<file path="src/design/cps_pkg.sv">
// cps_pkg: word types, fixed-point widths and the t-select code for the
// capsule coverage pixel shader. No dependencies.
package cps_pkg;

  // field widths of the words
  localparam int COORD_W          = 16;
  localparam int RAD_W            = 8;
  localparam int GRAY_W           = 8;
  localparam int PIXEL_COORD_BITS = 11;

  // internal fixed-point widths
  localparam int REL_W   = 18;  // pixel centre minus start, 1/16 px, signed
  localparam int AB_W    = 17;  // end minus start, signed
  localparam int SQ_W    = 33;  // one squared component of the segment
  localparam int LEN_W   = 34;  // squared segment length
  localparam int DP_W    = 35;  // one product of the dot product, signed
  localparam int DOT_W   = 36;  // dot product, signed
  localparam int T_FRAC  = 16;  // fraction bits of t
  localparam int T_W     = 17;  // t in 0..65536
  localparam int PROJ_W  = 35;  // segment component times t, signed
  localparam int RD_W    = 9;   // radius difference, signed
  localparam int RPROD_W = 27;  // radius difference times t, signed
  localparam int DX_W    = 37;  // distance component in 2^-20 px, signed
  localparam int AX_W    = 23;  // |distance component| in 1/256 px
  localparam int AXSQ_W  = 46;
  localparam int RAD2_W  = 48;  // squared distance, padded to even width
  localparam int ROOT_W  = RAD2_W / 2;
  localparam int R_W     = 13;  // radius in 1/256 px
  localparam int COV_W   = 26;  // coverage, signed

  typedef enum logic [1:0] {
    TM_ZERO,
    TM_ONE,
    TM_DIV
  } t_mode_t;

  typedef struct packed {
    logic signed [COORD_W-1:0]          start_x;
    logic signed [COORD_W-1:0]          start_y;
    logic        [RAD_W-1:0]            start_radius;
    logic signed [COORD_W-1:0]          end_x;
    logic signed [COORD_W-1:0]          end_y;
    logic        [RAD_W-1:0]            end_radius;
    logic        [PIXEL_COORD_BITS-1:0] pixel_col;
    logic        [PIXEL_COORD_BITS-1:0] pixel_row;
    logic        [GRAY_W-1:0]           current_gray;
  } in_word_t;

  typedef struct packed {
    logic [GRAY_W-1:0] ink_gray;
    logic              write_pixel;
  } out_word_t;

  // data that rides alongside the divider
  typedef struct packed {
    logic signed [REL_W-1:0] rel_x;
    logic signed [REL_W-1:0] rel_y;
    logic signed [AB_W-1:0]  ab_x;
    logic signed [AB_W-1:0]  ab_y;
    logic        [RAD_W-1:0] r0;
    logic        [RAD_W-1:0] r1;
    logic        [GRAY_W-1:0] gray;
    t_mode_t                 mode;
  } div_side_t;

  // data that rides alongside the square root
  typedef struct packed {
    logic [R_W-1:0]    radius;
    logic [GRAY_W-1:0] gray;
  } sqrt_side_t;

endpackage

</file>
<file path="src/design/cps_div.sv">
// cps_div: pipelined restoring divider, one quotient bit per stage.
// Depends on cps_pkg.
module cps_div import cps_pkg::*; #(
  parameter int SIDE_W = 8
) (
  input  logic               clk,
  input  logic               rst_n,
  input  logic               adv,
  input  logic               in_valid,
  input  logic [LEN_W-1:0]   in_num,
  input  logic [LEN_W-1:0]   in_den,
  input  logic [SIDE_W-1:0]  in_side,
  output logic               out_valid,
  output logic [T_FRAC-1:0]  out_quot,
  output logic [SIDE_W-1:0]  out_side
);

  logic              valid_r [T_FRAC];
  logic [LEN_W-1:0]  rem_r   [T_FRAC];
  logic [LEN_W-1:0]  den_r   [T_FRAC];
  logic [T_FRAC-1:0] quot_r  [T_FRAC];
  logic [SIDE_W-1:0] side_r  [T_FRAC];

  for (genvar i = 0; i < T_FRAC; i++) begin : g_step
    logic              v_in;
    logic [LEN_W-1:0]  rem_in;
    logic [LEN_W-1:0]  den_in;
    logic [T_FRAC-1:0] quot_in;
    logic [SIDE_W-1:0] side_in;
    logic [LEN_W:0]    shifted;
    logic [LEN_W:0]    diff;
    logic [LEN_W-1:0]  rem_nxt;
    logic [T_FRAC-1:0] quot_nxt;

    if (i == 0) begin : g_first
      assign v_in    = in_valid;
      assign rem_in  = in_num;
      assign den_in  = in_den;
      assign quot_in = '0;
      assign side_in = in_side;
    end else begin : g_next
      assign v_in    = valid_r[i-1];
      assign rem_in  = rem_r[i-1];
      assign den_in  = den_r[i-1];
      assign quot_in = quot_r[i-1];
      assign side_in = side_r[i-1];
    end

    // shift in a zero, subtract the divisor when it fits
    always_comb begin
      shifted = {rem_in, 1'b0};
      diff    = shifted - {1'b0, den_in};
      if (shifted >= {1'b0, den_in}) begin
        rem_nxt  = diff[LEN_W-1:0];
        quot_nxt = {quot_in[T_FRAC-2:0], 1'b1};
      end else begin
        rem_nxt  = shifted[LEN_W-1:0];
        quot_nxt = {quot_in[T_FRAC-2:0], 1'b0};
      end
    end

    always_ff @(posedge clk) begin
      if (!rst_n) begin
        valid_r[i] <= 1'b0;
      end else if (adv) begin
        valid_r[i] <= v_in;
      end
    end

    always_ff @(posedge clk) begin
      if (adv) begin
        rem_r[i]  <= rem_nxt;
        den_r[i]  <= den_in;
        quot_r[i] <= quot_nxt;
        side_r[i] <= side_in;
      end
    end
  end

  assign out_valid = valid_r[T_FRAC-1];
  assign out_quot  = quot_r[T_FRAC-1];
  assign out_side  = side_r[T_FRAC-1];

endmodule

</file>
<file path="config.mk">
export PLATFORM = sky130hd
export DESIGN_NAME = cps_div
export DESIGN_NICKNAME = d
export VERILOG_FILES = /design/src/design/cps_pkg.sv /design/src/design/cps_div.sv
export SDC_FILE = /design/constraint.sdc
export NUM_CORES = 2
export LEC_CHECK = 0
export BUFFER_PORTS_ARGS = -buffer_cell sky130_fd_sc_hd__buf_2
export CAP_MARGIN = 40
export CORE_ASPECT_RATIO = 1.1
export CORE_UTILIZATION = 25
export CTS_BUF_LIST = sky130_fd_sc_hd__clkbuf_8
export DETAILED_ROUTE_END_ITERATION = 10
export MAX_ROUTING_LAYER = met4
export PLACE_DENSITY = 0.43
export SYNTH_ARGS = -nofsm -noshare
export SYNTH_HDL_FRONTEND = slang
export SYNTH_SLANG_ARGS = --single-unit
</file>
<file path="constraint.sdc">
create_clock -name clk -period 3.68 [get_ports clk]
set_clock_uncertainty 0.15 [all_clocks]
set_input_delay 0.552 -clock clk [delete_from_list [all_inputs] [get_ports clk]]
set_output_delay 0.552 -clock clk [all_outputs]
set_load 0.01 [all_outputs]
</file>
==> flow_summary.yaml <==
yosys:
  syn-cell-area_mm2: 0.0742
  muxShareOfSynthArea: 0.0435
  ys_types: 105
  synth_top_area_frac: 0.526
  netlist_instances: 6484
  synth-xor-area-share: 0.0492
  yosysTopAreaCell: "edfxtp_1"
  synth_edf_count: 1299
  seq_area_frac_synth: 0.526
  synth_flop_cell: "edfxtp_1"
  synth_area_leaders: "edfxtp_1 53%, ha_1 9.2%, a21oi_1 3.6%"
  synth_top_family_by_area: "compound AO/OA/AOI/OAI gates"
  async_reset_ff_frac: 0
  synth_fa_ha_area_frac: 0.0956
  synth-compound-area-share: 0.152
  yosys_warnings: 0
  synth_area_per_cell_um2: 11.4
  syn_nets: 7122
  ys_ff_latch: 1300
  synthSimpleGateAreaFrac: 0.0890
timing:
  setup_viol: 5
  slew_violations: 0
  fin_crit_ns: 3.70
  rsz0062_at_grt: "yes"
  max_freq_mhz: 270
  tightest_slew_ns: 0.797
  final.setup.tns_ns: -0.0608
  worst_slack_ns: -0.0221
  min_period_over_period: 1.01
  finalHoldViolCount: 0
  max_slew_margin: 0.464
cts:
  h-tree-depth: 4
  clock-sinks: 1300
  clk_transition_reported_paths_ns: 0.06
  cts_buffers: 241
  clk_latency_ns: 1.05
  root_buffer: "clkbuf_8"
  cts_buffer_depth: 4
  cts_tree: "built"
global_routing:
  antenna_found_initial: 3
  grt_max_degree: 85
  grt_overflow: 0
  grt_pass1_vias: 54568
  grt_use_total: 0.127
  grt_pass1_wl_um: 294000
setup_path:
  timing.rr.end: "rem_r[0][178]"
  r2r_setup_slack_ns: -0.02
  crit_start: "den_r[0][137]"
  reg2regPathDepth: 13
  cp.arrival_ns: 4.27
  rr_startpoint: "den_r[0][137]"
  endpoint_kind: "flop"
  criticalPathCategory: "reg2reg"
  required_ns: 4.24
  crit_path_max_fanout: 8
  cp-start-kind: "flop"
routing:
  first_iter_violations: 1921
  finalWirelength_um: 192000
  drc: 0
  viasPerCell: 4.47
  drt_pass1_iterations: 5
  final_antenna_net_count: 0
  via_count: 52224
  wl_per_cell_um: 16.4
placed_design:
  port_buffers: 104
  dpl.cell_count: 11086
  dp_hpwl_um: 148000
  pre_cts_ws_ns: -0.309
  place.gp.congestion: 0.926
cells_and_area:
  drive_gt1_frac: 0.224
  nNetsFinal: 8230
  syn2layout_area_growth_pct: 24.7
  layoutNonFillerInstCount: 11692
floorplan:
  pin_count: 105
  die_w_um: 521
  row_count: 209
  die-area_mm2: 0.299
  initial_core_util: 0.251
  die_h_um: 573
  core_area_mm2: 0.295
hold_path:
  hold-path-endpoint: "den_r[0][30]"
  whs_path_depth: 2
  min_from: "in_den[30]"
  hold_class: "in2reg"
run_status:
  status: "complete, but fails checks"
  violations: "negative setup slack"
power:
  power_density_mw_per_mm2: 838
  ir_worst_vdd_mv: 0.349
  leakagePower_nw: 38.5
  design_power_total_mw: 77.5
run:
  maxCapViolCount: 0
-- registers in the layout (all words and copies together), names as in the netlist --
| register | flops |
|---|---|
| den_r | 510 |
| rem_r | 510 |
| quot_r | 136 |
| side_r | 128 |
| valid_r | 16 |
-- cell type report --
cell class | instances | area, um^2
Fill cell | 29987 | 202000
Sequential cell | 1300 | 39000
Multi-Input combinational cell | 4349 | 33000
Timing Repair Buffer | 1034 | 8450
Tap cell | 3903 | 4880
Clock buffer | 245 | 3370
Inverter | 666 | 2500
Clock inverter | 190 | 1310
Antenna cell | 5 | 12.5
-- timing repair --
item / in CTS / in global routing
cloned: 4 / 5
gates resized for setup: 76 / 187
setup endpoints to repair: 320 / 311
pin swaps: 33 / 94
hold endpoints to repair: 149 / 0
hold buffers: 99 / 0
setup buffers: 15 / 52
-- metal layers --
layer | track usage | part of all wire
met4 | 0.0749 | 0.065
met2 | 0.245 | 0.54
met3 | 0.0199 | 0.031
met1 | 0.117 | 0.36
met5 | - | 0
-- worst max-delay path, cell delays in order (launching register included) --
cell       delay (ns)
edfxtp_1         0.41
inv_2            0.10
ha_4             0.20
nor2b_4          0.12
o31a_1           0.30
o31a_1           0.34
o21bai_4         0.22
a41oi_4          0.17
a41o_4           0.35
o2111ai_2        0.19
o31a_1           0.23
clkinv_4         0.15
clkbuf_16        0.21
mux2_4           0.30
-- synth_stat cells (95+ instances only) --
master / number
edfxtp_1: 1299
mux2_2: 219
a21oi_1: 535
ha_1: 543
a21o_1: 313
nand4_1: 95
xnor2_1: 264
nand2_1: 344
inv_1: 665
nor2_1: 373
xor2_1: 153
clkbuf_1: 113
o21ai_0: 330
nand3_1: 108
-- kinds of logic after synthesis --
logic type | Yosys count
buffers and inverters | 835
flip-flops | 1300
adder cells (fa/ha/maj) | 558
XOR/XNOR | 417
AO/OA/AOI/OAI | 1743
multiplexers | 276
AND/OR/NAND/NOR | 1355
-- worst max-delay path by stage --
stage | to | slack (ns) | depth (start not counted)
2_1_floorplan | rem_r[1][209] | 0.30 | 12
3_3_place_gp | rem_r[1][64] | -0.37 | 13
3_5_place_dp | rem_r[0][30] | -0.31 | 15
4_1_cts | rem_r[1][64] | -0.06 | 13
5_1_grt | rem_r[0][178] | -0.15 | 13
6_report | rem_r[0][178] | -0.02 | 13
-- where the power goes --
group	internal, mW	leakage (nW)	switching, mW
registers	21.8	12.7	2.12
logic	19.6	23.2	20.3
clock network	7.48	2.65	6.29
-- placed cells by master (no fill, tap or decap), drive strengths merged, types with 16 or more instances in the layout --
cell / instances
nand4: 95
a31o: 16
nand2: 344
or2: 26
dlygate4sd3: 99
xnor2: 264
clkinv: 100
a211oi: 47
and3: 65
nor3: 70
a31oi: 62
a211o: 20
inv: 735
a21oi: 538
o21a: 68
ha: 543
nand3: 108
buf: 930
nand2b: 62
clkbuf: 250
bufinv: 19
o21bai: 60
nor2b: 70
a21o: 313
o211ai: 49
or3: 22
o21ai: 351
o31ai: 45
nor4: 26
and2: 31
edfxtp: 1299
xor2: 153
nor2: 373
mux2: 261
-- per-stage QoR --
step	cell area (um^2)	hold WS [ns]	utilization
final	92500	0.152	0.314
after global routing	92500	0.0254	0.314
after CTS	91300	0.00695	0.309
after detailed placement	85000	0.255	0.288
after global placement	85000	0.251	0.288
after floorplan	74200	0.250	-
Power figures use the tool's default switching activity.
