[config.mk]
export PLATFORM = sky130hd
export DESIGN_NAME = cps_sqrt
export DESIGN_NICKNAME = d
export VERILOG_FILES = /design/src/design/cps_pkg.sv /design/src/design/cps_sqrt.sv
export SDC_FILE = /design/constraint.sdc
export NUM_CORES = 2
export LEC_CHECK = 0
export ABC_AREA = 1
export BUFFER_PORTS_ARGS = -buffer_cell sky130_fd_sc_hd__buf_2
export CORE_ASPECT_RATIO = 0.5
export CORE_MARGIN = 2
export CORE_UTILIZATION = 58
export DETAILED_ROUTE_END_ITERATION = 7
export MAX_ROUTING_LAYER = met4
export PLACE_DENSITY = 0.83
export RECOVER_POWER = 100
export SETUP_SLACK_MARGIN = 0.4
export SLEW_MARGIN = 15
export SYNTH_ARGS = -nofsm -noshare
export SYNTH_HDL_FRONTEND = slang
export SYNTH_SLANG_ARGS = --single-unit
[constraint.sdc]
create_clock -name clk -period 1.9 [get_ports clk]
set_input_delay 0.38 -clock clk [delete_from_list [all_inputs] [get_ports clk]]
set_output_delay 0.38 -clock clk [all_outputs]
set_load 0.05 [all_outputs]
[src/design/cps_pkg.sv]
// cps_pkg: word types, fixed-point widths and the t-select code for the
// capsule coverage pixel shader. No dependencies.
package cps_pkg;

  // field widths of the words
  localparam int COORD_W          = 16;
  localparam int RAD_W            = 8;
  localparam int GRAY_W           = 8;
  localparam int PIXEL_COORD_BITS = 11;

  // internal fixed-point widths
  localparam int REL_W   = 18;  // pixel centre minus start, 1/16 px, signed
  localparam int AB_W    = 17;  // end minus start, signed
  localparam int SQ_W    = 33;  // one squared component of the segment
  localparam int LEN_W   = 34;  // squared segment length
  localparam int DP_W    = 35;  // one product of the dot product, signed
  localparam int DOT_W   = 36;  // dot product, signed
  localparam int T_FRAC  = 16;  // fraction bits of t
  localparam int T_W     = 17;  // t in 0..65536
  localparam int PROJ_W  = 35;  // segment component times t, signed
  localparam int RD_W    = 9;   // radius difference, signed
  localparam int RPROD_W = 27;  // radius difference times t, signed
  localparam int DX_W    = 37;  // distance component in 2^-20 px, signed
  localparam int AX_W    = 23;  // |distance component| in 1/256 px
  localparam int AXSQ_W  = 46;
  localparam int RAD2_W  = 48;  // squared distance, padded to even width
  localparam int ROOT_W  = RAD2_W / 2;
  localparam int R_W     = 13;  // radius in 1/256 px
  localparam int COV_W   = 26;  // coverage, signed

  typedef enum logic [1:0] {
    TM_ZERO,
    TM_ONE,
    TM_DIV
  } t_mode_t;

  typedef struct packed {
    logic signed [COORD_W-1:0]          start_x;
    logic signed [COORD_W-1:0]          start_y;
    logic        [RAD_W-1:0]            start_radius;
    logic signed [COORD_W-1:0]          end_x;
    logic signed [COORD_W-1:0]          end_y;
    logic        [RAD_W-1:0]            end_radius;
    logic        [PIXEL_COORD_BITS-1:0] pixel_col;
    logic        [PIXEL_COORD_BITS-1:0] pixel_row;
    logic        [GRAY_W-1:0]           current_gray;
  } in_word_t;

  typedef struct packed {
    logic [GRAY_W-1:0] ink_gray;
    logic              write_pixel;
  } out_word_t;

  // data that rides alongside the divider
  typedef struct packed {
    logic signed [REL_W-1:0] rel_x;
    logic signed [REL_W-1:0] rel_y;
    logic signed [AB_W-1:0]  ab_x;
    logic signed [AB_W-1:0]  ab_y;
    logic        [RAD_W-1:0] r0;
    logic        [RAD_W-1:0] r1;
    logic        [GRAY_W-1:0] gray;
    t_mode_t                 mode;
  } div_side_t;

  // data that rides alongside the square root
  typedef struct packed {
    logic [R_W-1:0]    radius;
    logic [GRAY_W-1:0] gray;
  } sqrt_side_t;

endpackage

[src/design/cps_sqrt.sv]
// cps_sqrt: pipelined integer square root, one root bit per stage (floor).
// Depends on cps_pkg.
module cps_sqrt import cps_pkg::*; #(
  parameter int SIDE_W = 8
) (
  input  logic               clk,
  input  logic               rst_n,
  input  logic               adv,
  input  logic               in_valid,
  input  logic [RAD2_W-1:0]  in_rad,
  input  logic [SIDE_W-1:0]  in_side,
  output logic               out_valid,
  output logic [ROOT_W-1:0]  out_root,
  output logic [SIDE_W-1:0]  out_side
);

  localparam int REM_W = ROOT_W + 2;

  logic              valid_r [ROOT_W];
  logic [REM_W-1:0]  rem_r   [ROOT_W];
  logic [ROOT_W-1:0] root_r  [ROOT_W];
  logic [RAD2_W-1:0] rad_r   [ROOT_W];
  logic [SIDE_W-1:0] side_r  [ROOT_W];

  for (genvar i = 0; i < ROOT_W; i++) begin : g_step
    logic              v_in;
    logic [REM_W-1:0]  rem_in;
    logic [ROOT_W-1:0] root_in;
    logic [RAD2_W-1:0] rad_in;
    logic [SIDE_W-1:0] side_in;
    logic [REM_W+1:0]  cat;
    logic [REM_W+1:0]  trial;
    logic [REM_W+1:0]  diff;
    logic [REM_W-1:0]  rem_nxt;
    logic [ROOT_W-1:0] root_nxt;

    if (i == 0) begin : g_first
      assign v_in    = in_valid;
      assign rem_in  = '0;
      assign root_in = '0;
      assign rad_in  = in_rad;
      assign side_in = in_side;
    end else begin : g_next
      assign v_in    = valid_r[i-1];
      assign rem_in  = rem_r[i-1];
      assign root_in = root_r[i-1];
      assign rad_in  = rad_r[i-1];
      assign side_in = side_r[i-1];
    end

    // bring down two radicand bits, try root*4+1
    always_comb begin
      cat   = {rem_in, rad_in[RAD2_W-1 -: 2]};
      trial = {2'b00, root_in, 2'b01};
      diff  = cat - trial;
      if (cat >= trial) begin
        rem_nxt  = diff[REM_W-1:0];
        root_nxt = {root_in[ROOT_W-2:0], 1'b1};
      end else begin
        rem_nxt  = cat[REM_W-1:0];
        root_nxt = {root_in[ROOT_W-2:0], 1'b0};
      end
    end

    always_ff @(posedge clk) begin
      if (!rst_n) begin
        valid_r[i] <= 1'b0;
      end else if (adv) begin
        valid_r[i] <= v_in;
      end
    end

    always_ff @(posedge clk) begin
      if (adv) begin
        rem_r[i]  <= rem_nxt;
        root_r[i] <= root_nxt;
        rad_r[i]  <= {rad_in[RAD2_W-3:0], 2'b00};
        side_r[i] <= side_in;
      end
    end
  end

  assign out_valid = valid_r[ROOT_W-1];
  assign out_root  = root_r[ROOT_W-1];
  assign out_side  = side_r[ROOT_W-1];

endmodule

==> impl_results.rst, run 1 <==
.. list-table::
   :header-rows: 1

   * - Metric
     - Value
   * - Outcome
     - aborted with a tool error
   * - Stage at which the run stopped
     - global routing
   * - First Error
     - [ERROR GRT-0232] Routing congestion too high. Check the congestion heatmap in the GUI.
   * - Syn avg cell area
     - 9.32 um2
   * - Post-synth cell types
     - 56
   * - XOR/XNOR Fraction of Synth Area
     - 2.35%
   * - Largest cells by area after synthesis
     - edfxtp_1 58%, nand2_1 13%, inv_1 6.9%
   * - Warnings from Yosys
     - 0
   * - Proportion of netlist area held by the largest area contributor
     - 58.1%
   * - Compound-Gate Fraction of Synth Area
     - 4.30%
   * - Die X
     - 543 um
   * - Portion of the post-synthesis area used by sequential elements
     - 58.1%
   * - Post-Synthesis Cells
     - 9039
   * - Max H-tree Level
     - 4
   * - Worst endpoint type
     - register data pin
   * - Share of async-settable or async-resettable flops after synthesis
     - 0%
   * - Root buffer selected by CTS
     - clkbuf_16
   * - Cell Area, Synth
     - 0.0843 mm2
   * - Largest net degree at the start of global routing
     - 78
   * - Instance count after placement with tap cells included
     - 12.8k
   * - Total number of clock tree sinks
     - 1631
   * - Placer Congestion
     - 0.995
   * - Final global-route overflow total
     - 191
   * - Combinational family with the most area after synthesis
     - simple AND/OR/NAND/NOR gates
   * - Mux cell area share after synthesis
     - 0%
   * - Most used DFF post-synth
     - edfxtp_1
   * - Adder-Cell Fraction of Synth Area
     - 4.84%
   * - Area fraction in and, or, nand and nor cells after synthesis
     - 22.7%
   * - Total Routing Usage GR
     - 69.5%
   * - Maximum root-to-sink buffer count
     - 4
   * - Post-synth net total
     - 9425
   * - Total number of placement rows
     - 98
   * - Number of ports placed on the die boundary
     - 93
   * - HPWL reported at the end of detailed placement
     - 190000 um
   * - Top cell type by total area after synthesis
     - edfxtp_1
   * - Number of buffers added by the clock tree synthesis step
     - 151
   * - Total of buffers placed on input and output ports
     - 92
   * - Chip Height
     - 274 um
   * - Post-place setup slack
     - -0.564 ns
   * - Starting density of the core
     - 58.7%
   * - Number of storage elements in the synthesis netlist
     - 1631
   * - Critical endpoint after global-route timing repair
     - rem_r[2][46]$_DFFE_PP_/D
   * - Number of flops mapped to enable cells by yosys
     - 1630
-- cell families after synthesis --
group / after synthesis
AOI/OAI and AO/OA: 654
DFF: 1631
and+or+nand+nor: 4570
buffers and inverters: 1631
xor gates and xnor gates: 226
adders and majority gates: 326
other: 1
-- synthesized netlist by cell type, types with 12 or more instances --
| cell | n |
|---|---|
| a21oi_1 | 314 |
| a21oi_2 | 32 |
| and2_1 | 13 |
| buf_4 | 21 |
| buf_6 | 35 |
| edfxtp_1 | 1630 |
| ha_1 | 326 |
| inv_1 | 1540 |
| inv_2 | 16 |
| nand2_1 | 2827 |
| nand2_2 | 22 |
| nand3_1 | 518 |
| nand3_2 | 12 |
| nand3b_1 | 69 |
| nand4_1 | 152 |
| nor2_1 | 790 |
| nor2_2 | 27 |
| nor3_1 | 63 |
| o21ai_0 | 163 |
| o21ai_1 | 76 |
| o21ai_2 | 30 |
| o21bai_1 | 16 |
| or2_2 | 19 |
| xnor2_1 | 108 |
| xor2_1 | 118 |
-- repair_timing --
action,CTS
gates resized for setup,991
endpoints found under the hold margin,60
cloned,33
pin swaps,315
hold buffers,61
buffers inserted,299
setup endpoints to repair,616
-- layer usage --
layer | overflow | global-route usage (%)
met5 | - | -
met4 | 68 | 53.8
met3 | 15 | 56.9
met2 | 85 | 83.4
met1 | 23 | 72.2
-- per-stage QoR --
| stage | area (um2) | utilization [%] |
|---|---|---|
| after CTS | 116000 | 81.0 |
| after detailed placement | 104000 | 72.7 |
| after global placement | 104000 | 72.7 |
| after floorplan | 88300 | - |
==> run 2, diff against run 1 <==
--- a/config.mk
+++ b/config.mk
@@ -7,14 +7,11 @@
 export LEC_CHECK = 0
 export ABC_AREA = 1
 export BUFFER_PORTS_ARGS = -buffer_cell sky130_fd_sc_hd__buf_2
-export CORE_ASPECT_RATIO = 0.5
 export CORE_MARGIN = 2
-export CORE_UTILIZATION = 58
+export CORE_UTILIZATION = 40
 export DETAILED_ROUTE_END_ITERATION = 7
-export MAX_ROUTING_LAYER = met4
-export PLACE_DENSITY = 0.83
+export PLACE_DENSITY_LB_ADDON = 0.15
 export RECOVER_POWER = 100
-export SETUP_SLACK_MARGIN = 0.4
 export SLEW_MARGIN = 15
 export SYNTH_ARGS = -nofsm -noshare
 export SYNTH_HDL_FRONTEND = slang
==> constraint.sdc (replaced) <==
create_clock -name clk -period 2.47 [get_ports clk]
set_input_delay 0.494 -clock clk [delete_from_list [all_inputs] [get_ports clk]]
set_output_delay 0.494 -clock clk [all_outputs]
set_load 0.05 [all_outputs]
==> impl_results.rst, run 2 <==
.. list-table::
   :header-rows: 1

   * - Metric
     - Value
   * - Warnings from Yosys
     - 0
   * - Routed via count divided by cell count
     - 4.79
   * - Arrival time of data at the critical path endpoint
     - 3.01 ns
   * - Proportion of netlist area held by the largest area contributor
     - 58.1%
   * - Net count reported at finish
     - 10.1k
   * - Fraction of the cycle the final worst path needs
     - 98.0%
   * - Initial antenna violation count
     - 1
   * - Worst hold slack
     - 0.333 ns
   * - Power per cell area
     - 785 mW/mm2
   * - Cell Area, Synth
     - 0.0843 mm2
   * - Outcome
     - completed
   * - Number of DRC markers in iteration 0
     - 4306
   * - Max H-tree Level
     - 4
   * - Wire length per cell after detailed routing
     - 16.6 um
   * - Most used DFF post-synth
     - edfxtp_1
   * - Delay of the slowest cell on the worst path
     - 0.45 ns
   * - Final worst path period need
     - 2.42 ns
   * - Top cell type by total area after synthesis
     - edfxtp_1
   * - Area Overhead vs Synth
     - 16.8%
   * - Registers with the most flip-flops
     - rem_r x563, rad_r x552, root_r x300
   * - HPWL reported at the end of detailed placement
     - 162000 um
   * - Total Routing Usage GR
     - 19.3%
   * - Worst VDD drop
     - 0.789 mV
   * - Worst hold path depth
     - 2
   * - Starting density of the core
     - 40.2%
   * - First-pass GRT wire length
     - 327000 um
   * - Final global-route overflow total
     - 0
   * - Cell Chain, Critical Path
     - ha_1, nand2_1, nor2_1, nand2_1, nor3_1, nand2_1, inv_2, nor2_4, buf_12, clkbuf_16, nand2_1, nand2_1
   * - Minimum setup slack among reg-to-reg paths
     - 0.05 ns
   * - Number of detailed-routing iterations run before antenna repair
     - 6
   * - Number of flops mapped to enable cells by yosys
     - 1630
   * - Data required time of the worst path
     - 3.06 ns
   * - Setup TNS
     - 0 ns
   * - Number of buffers added by the clock tree synthesis step
     - 179
   * - Max stage delay cell, worst path
     - edfxtp_1
   * - Vias in the first global route
     - 59.0k
   * - Number of fill cells
     - 20.1k
   * - Placer Congestion
     - 0.919
   * - Clock slew seen by the registers of the worst setup and hold paths
     - 0.06 ns
   * - Combined area of the multi-input logic cells
     - 0.0295 mm2
   * - Launch instance of the worst register-to-register path
     - rem_r[2][68]
   * - Clk_lat worst skew
     - 0.88 ns
   * - Critical Path End Type
     - register
   * - Top library cells by usage in the layout, fill and taps aside
     - 2813 x nand2_1, 1630 x edfxtp_1, 1540 x inv_1, 773 x nor2_1, 515 x nand3_1
   * - Area taken by flip-flops and latches
     - 0.0490 mm2
   * - Die X
     - 463 um
   * - Largest net degree at the start of global routing
     - 91
   * - Post-synth net total
     - 9425
   * - Final count of pins violating max slew
     - 0
   * - Number of remaining DRC errors
     - 0
   * - Root buffer selected by CTS
     - clkbuf_16
   * - TritonCTS clock tree
     - done
   * - Number of storage elements in the synthesis netlist
     - 1631
   * - Startpoint type of the worst setup path
     - register
   * - Worst clock skew
     - 0.0753 ns
   * - Worst r2r path cells
     - 12
   * - Total number of placement rows
     - 168
   * - Vias
     - 60.8k
   * - Worst-Margin Slew
     - 1.14 ns
   * - Total number of clock tree sinks
     - 1631
   * - Most common library cell in the layout ignoring fill and taps
     - nand2_1
   * - Most repeated cell in the gate-level netlist after synthesis
     - nand2_1
   * - Number of max-cap violations
     - 0
   * - Portion of the post-synthesis area used by sequential elements
     - 58.1%
   * - Worst Min Path Start
     - in_rad[27]
   * - Proportion of layout cells with a drive suffix above 1
     - 10.3%
   * - Syn avg cell area
     - 9.32 um2
   * - Hold-critical path endpoint
     - rad_r[0][27]
   * - Number of flip-flops in the largest register
     - 563
   * - DRT Wirelength
     - 211000 um
   * - Die area
     - 0.214 mm2
   * - Maximum root-to-sink buffer count
     - 3
   * - Tightest slew margin relative to the limit
     - 24.0%
   * - Lkg Pwr
     - 43.0 nW
   * - Critical setup path kind
     - register to register
   * - Placeable core area
     - 0.210 mm2
   * - RSZ-0062 raised after global routing
     - true
   * - Hold Crit Class
     - primary input to register
   * - Reg-to-reg endpoint
     - rem_r[2][97]
   * - Reg with most FFs
     - rem_r
   * - Post-Synthesis Cells
     - 9039
   * - Crit Path Max Fanout
     - 16
   * - Most frequent CP cell
     - nand2_1
   * - List of most frequent post-synthesis cells
     - 2827 x nand2_1, 1630 x edfxtp_1, 1540 x inv_1, 790 x nor2_1, 518 x nand3_1
   * - Number of ports placed on the die boundary
     - 93
   * - Chip Height
     - 463 um
   * - Total of buffers placed on input and output ports
     - 92
   * - Maximum operating frequency
     - 0.413 GHz
   * - Share of async-settable or async-resettable flops after synthesis
     - 0%
   * - Setup-failing EPs final
     - 0
   * - Post-route antenna net violation count
     - 0
   * - Count of buffering cells on the critical path with inverters included
     - 3
   * - Post-synth cell types
     - 56
   * - Hold Violations, Final
     - 0
   * - Largest cells by area after synthesis
     - edfxtp_1 58%, nand2_1 13%, inv_1 6.9%
   * - Cell type group with the largest total delay on the critical path
     - simple AND/OR/NAND/NOR gates
[run 2: cell families (layout without fill, tap and decap cells)]
family	count (synthesis)	in the layout	share of synthesized area (%)
AOI/OAI and AO/OA	654	655	4.30
xor gates and xnor gates	226	226	2.35
adders and majority gates	326	326	4.84
buffers and inverters	1631	2476	7.71
DFF	1631	1631	58.1
other	1	2	0.00445
and+or+nand+nor	4570	4570	22.7
[run 2: stage by stage]
step	instance area, um2	instances	setup slack (ns)	util, %	total power [mW]
2_1_floorplan	84300	9039	0.437	-	44.9
3_3_place_gp	91100	12252	-0.182	43.5	50.7
3_5_place_dp	91100	12252	-0.246	43.5	50.8
4_1_cts	97700	12646	0.00164	46.6	78.0
5_1_grt	98400	12691	-0.0463	47.0	81.6
6_report	98400	12691	0.0485	47.0	77.3
[run 2: how the worst max path moves through the flow]
stage	depth (start not counted)	from	slack, ns	endpoint
global placement	8	rem_r[1][55]	-0.18	rem_r[1][90]
finish	12	rem_r[2][68]	0.05	rem_r[2][97]
floorplan	9	rem_r[0][107]	0.44	rem_r[0][147]
global route	12	root_r[1][128]	-0.05	rem_r[1][169]
detailed placement	7	rem_r[1][55]	-0.25	rem_r[1][100]
CTS	9	rem_r[0][160]	0.002	rem_r[0][197]
[run 2: repair_timing]
| item | 4_1_cts | 5_1_grt |
|---|---|---|
| endpoints found under the setup margin | 37 | 293 |
| buffers inserted | 0 | 39 |
| gates cloned | 0 | 5 |
| pin swaps | 0 | 12 |
| resized for setup | 10 | 135 |
| hold buffers | 60 | 0 |
| endpoints found under the hold margin | 63 | 0 |
[run 2: area by class of cell]
cell class | count | area share [%]
clock inverter | 128 | 1.42
multi-input combinational | 5778 | 30.0
timing repair buffer | 582 | 4.64
antenna | 1 | 0.00254
tap | 2805 | 3.57
inverter | 1560 | 5.98
sequential | 1631 | 49.8
clock buffer | 206 | 4.66
[run 2: per-layer routing]
layer,GRT usage (%),wire length [um],vias up
met5,0,0,-
met4,6.38,6060,0
met3,2.78,8880,308
met2,32.0,99400,1207
met1,26.0,96700,28372
li1,-,-,30913
[run 2: worst reg2reg max path, delay by kind of cell (launching register included)]
family | cells | cell delay, ns
and+or+nand+nor | 8 | 0.94
adders and majority gates | 1 | 0.41
buffers and inverters | 3 | 0.38
DFF | 1 | 0.45
[run 2: power breakdown]
| group | switching (mW) | internal, mW |
|---|---|---|
| logic | 9.59 | 5.43 |
| clock network | 11.5 | 15.1 |
| registers | 1.79 | 33.8 |
No activity file was read; power rests on OpenSTA's default activity.
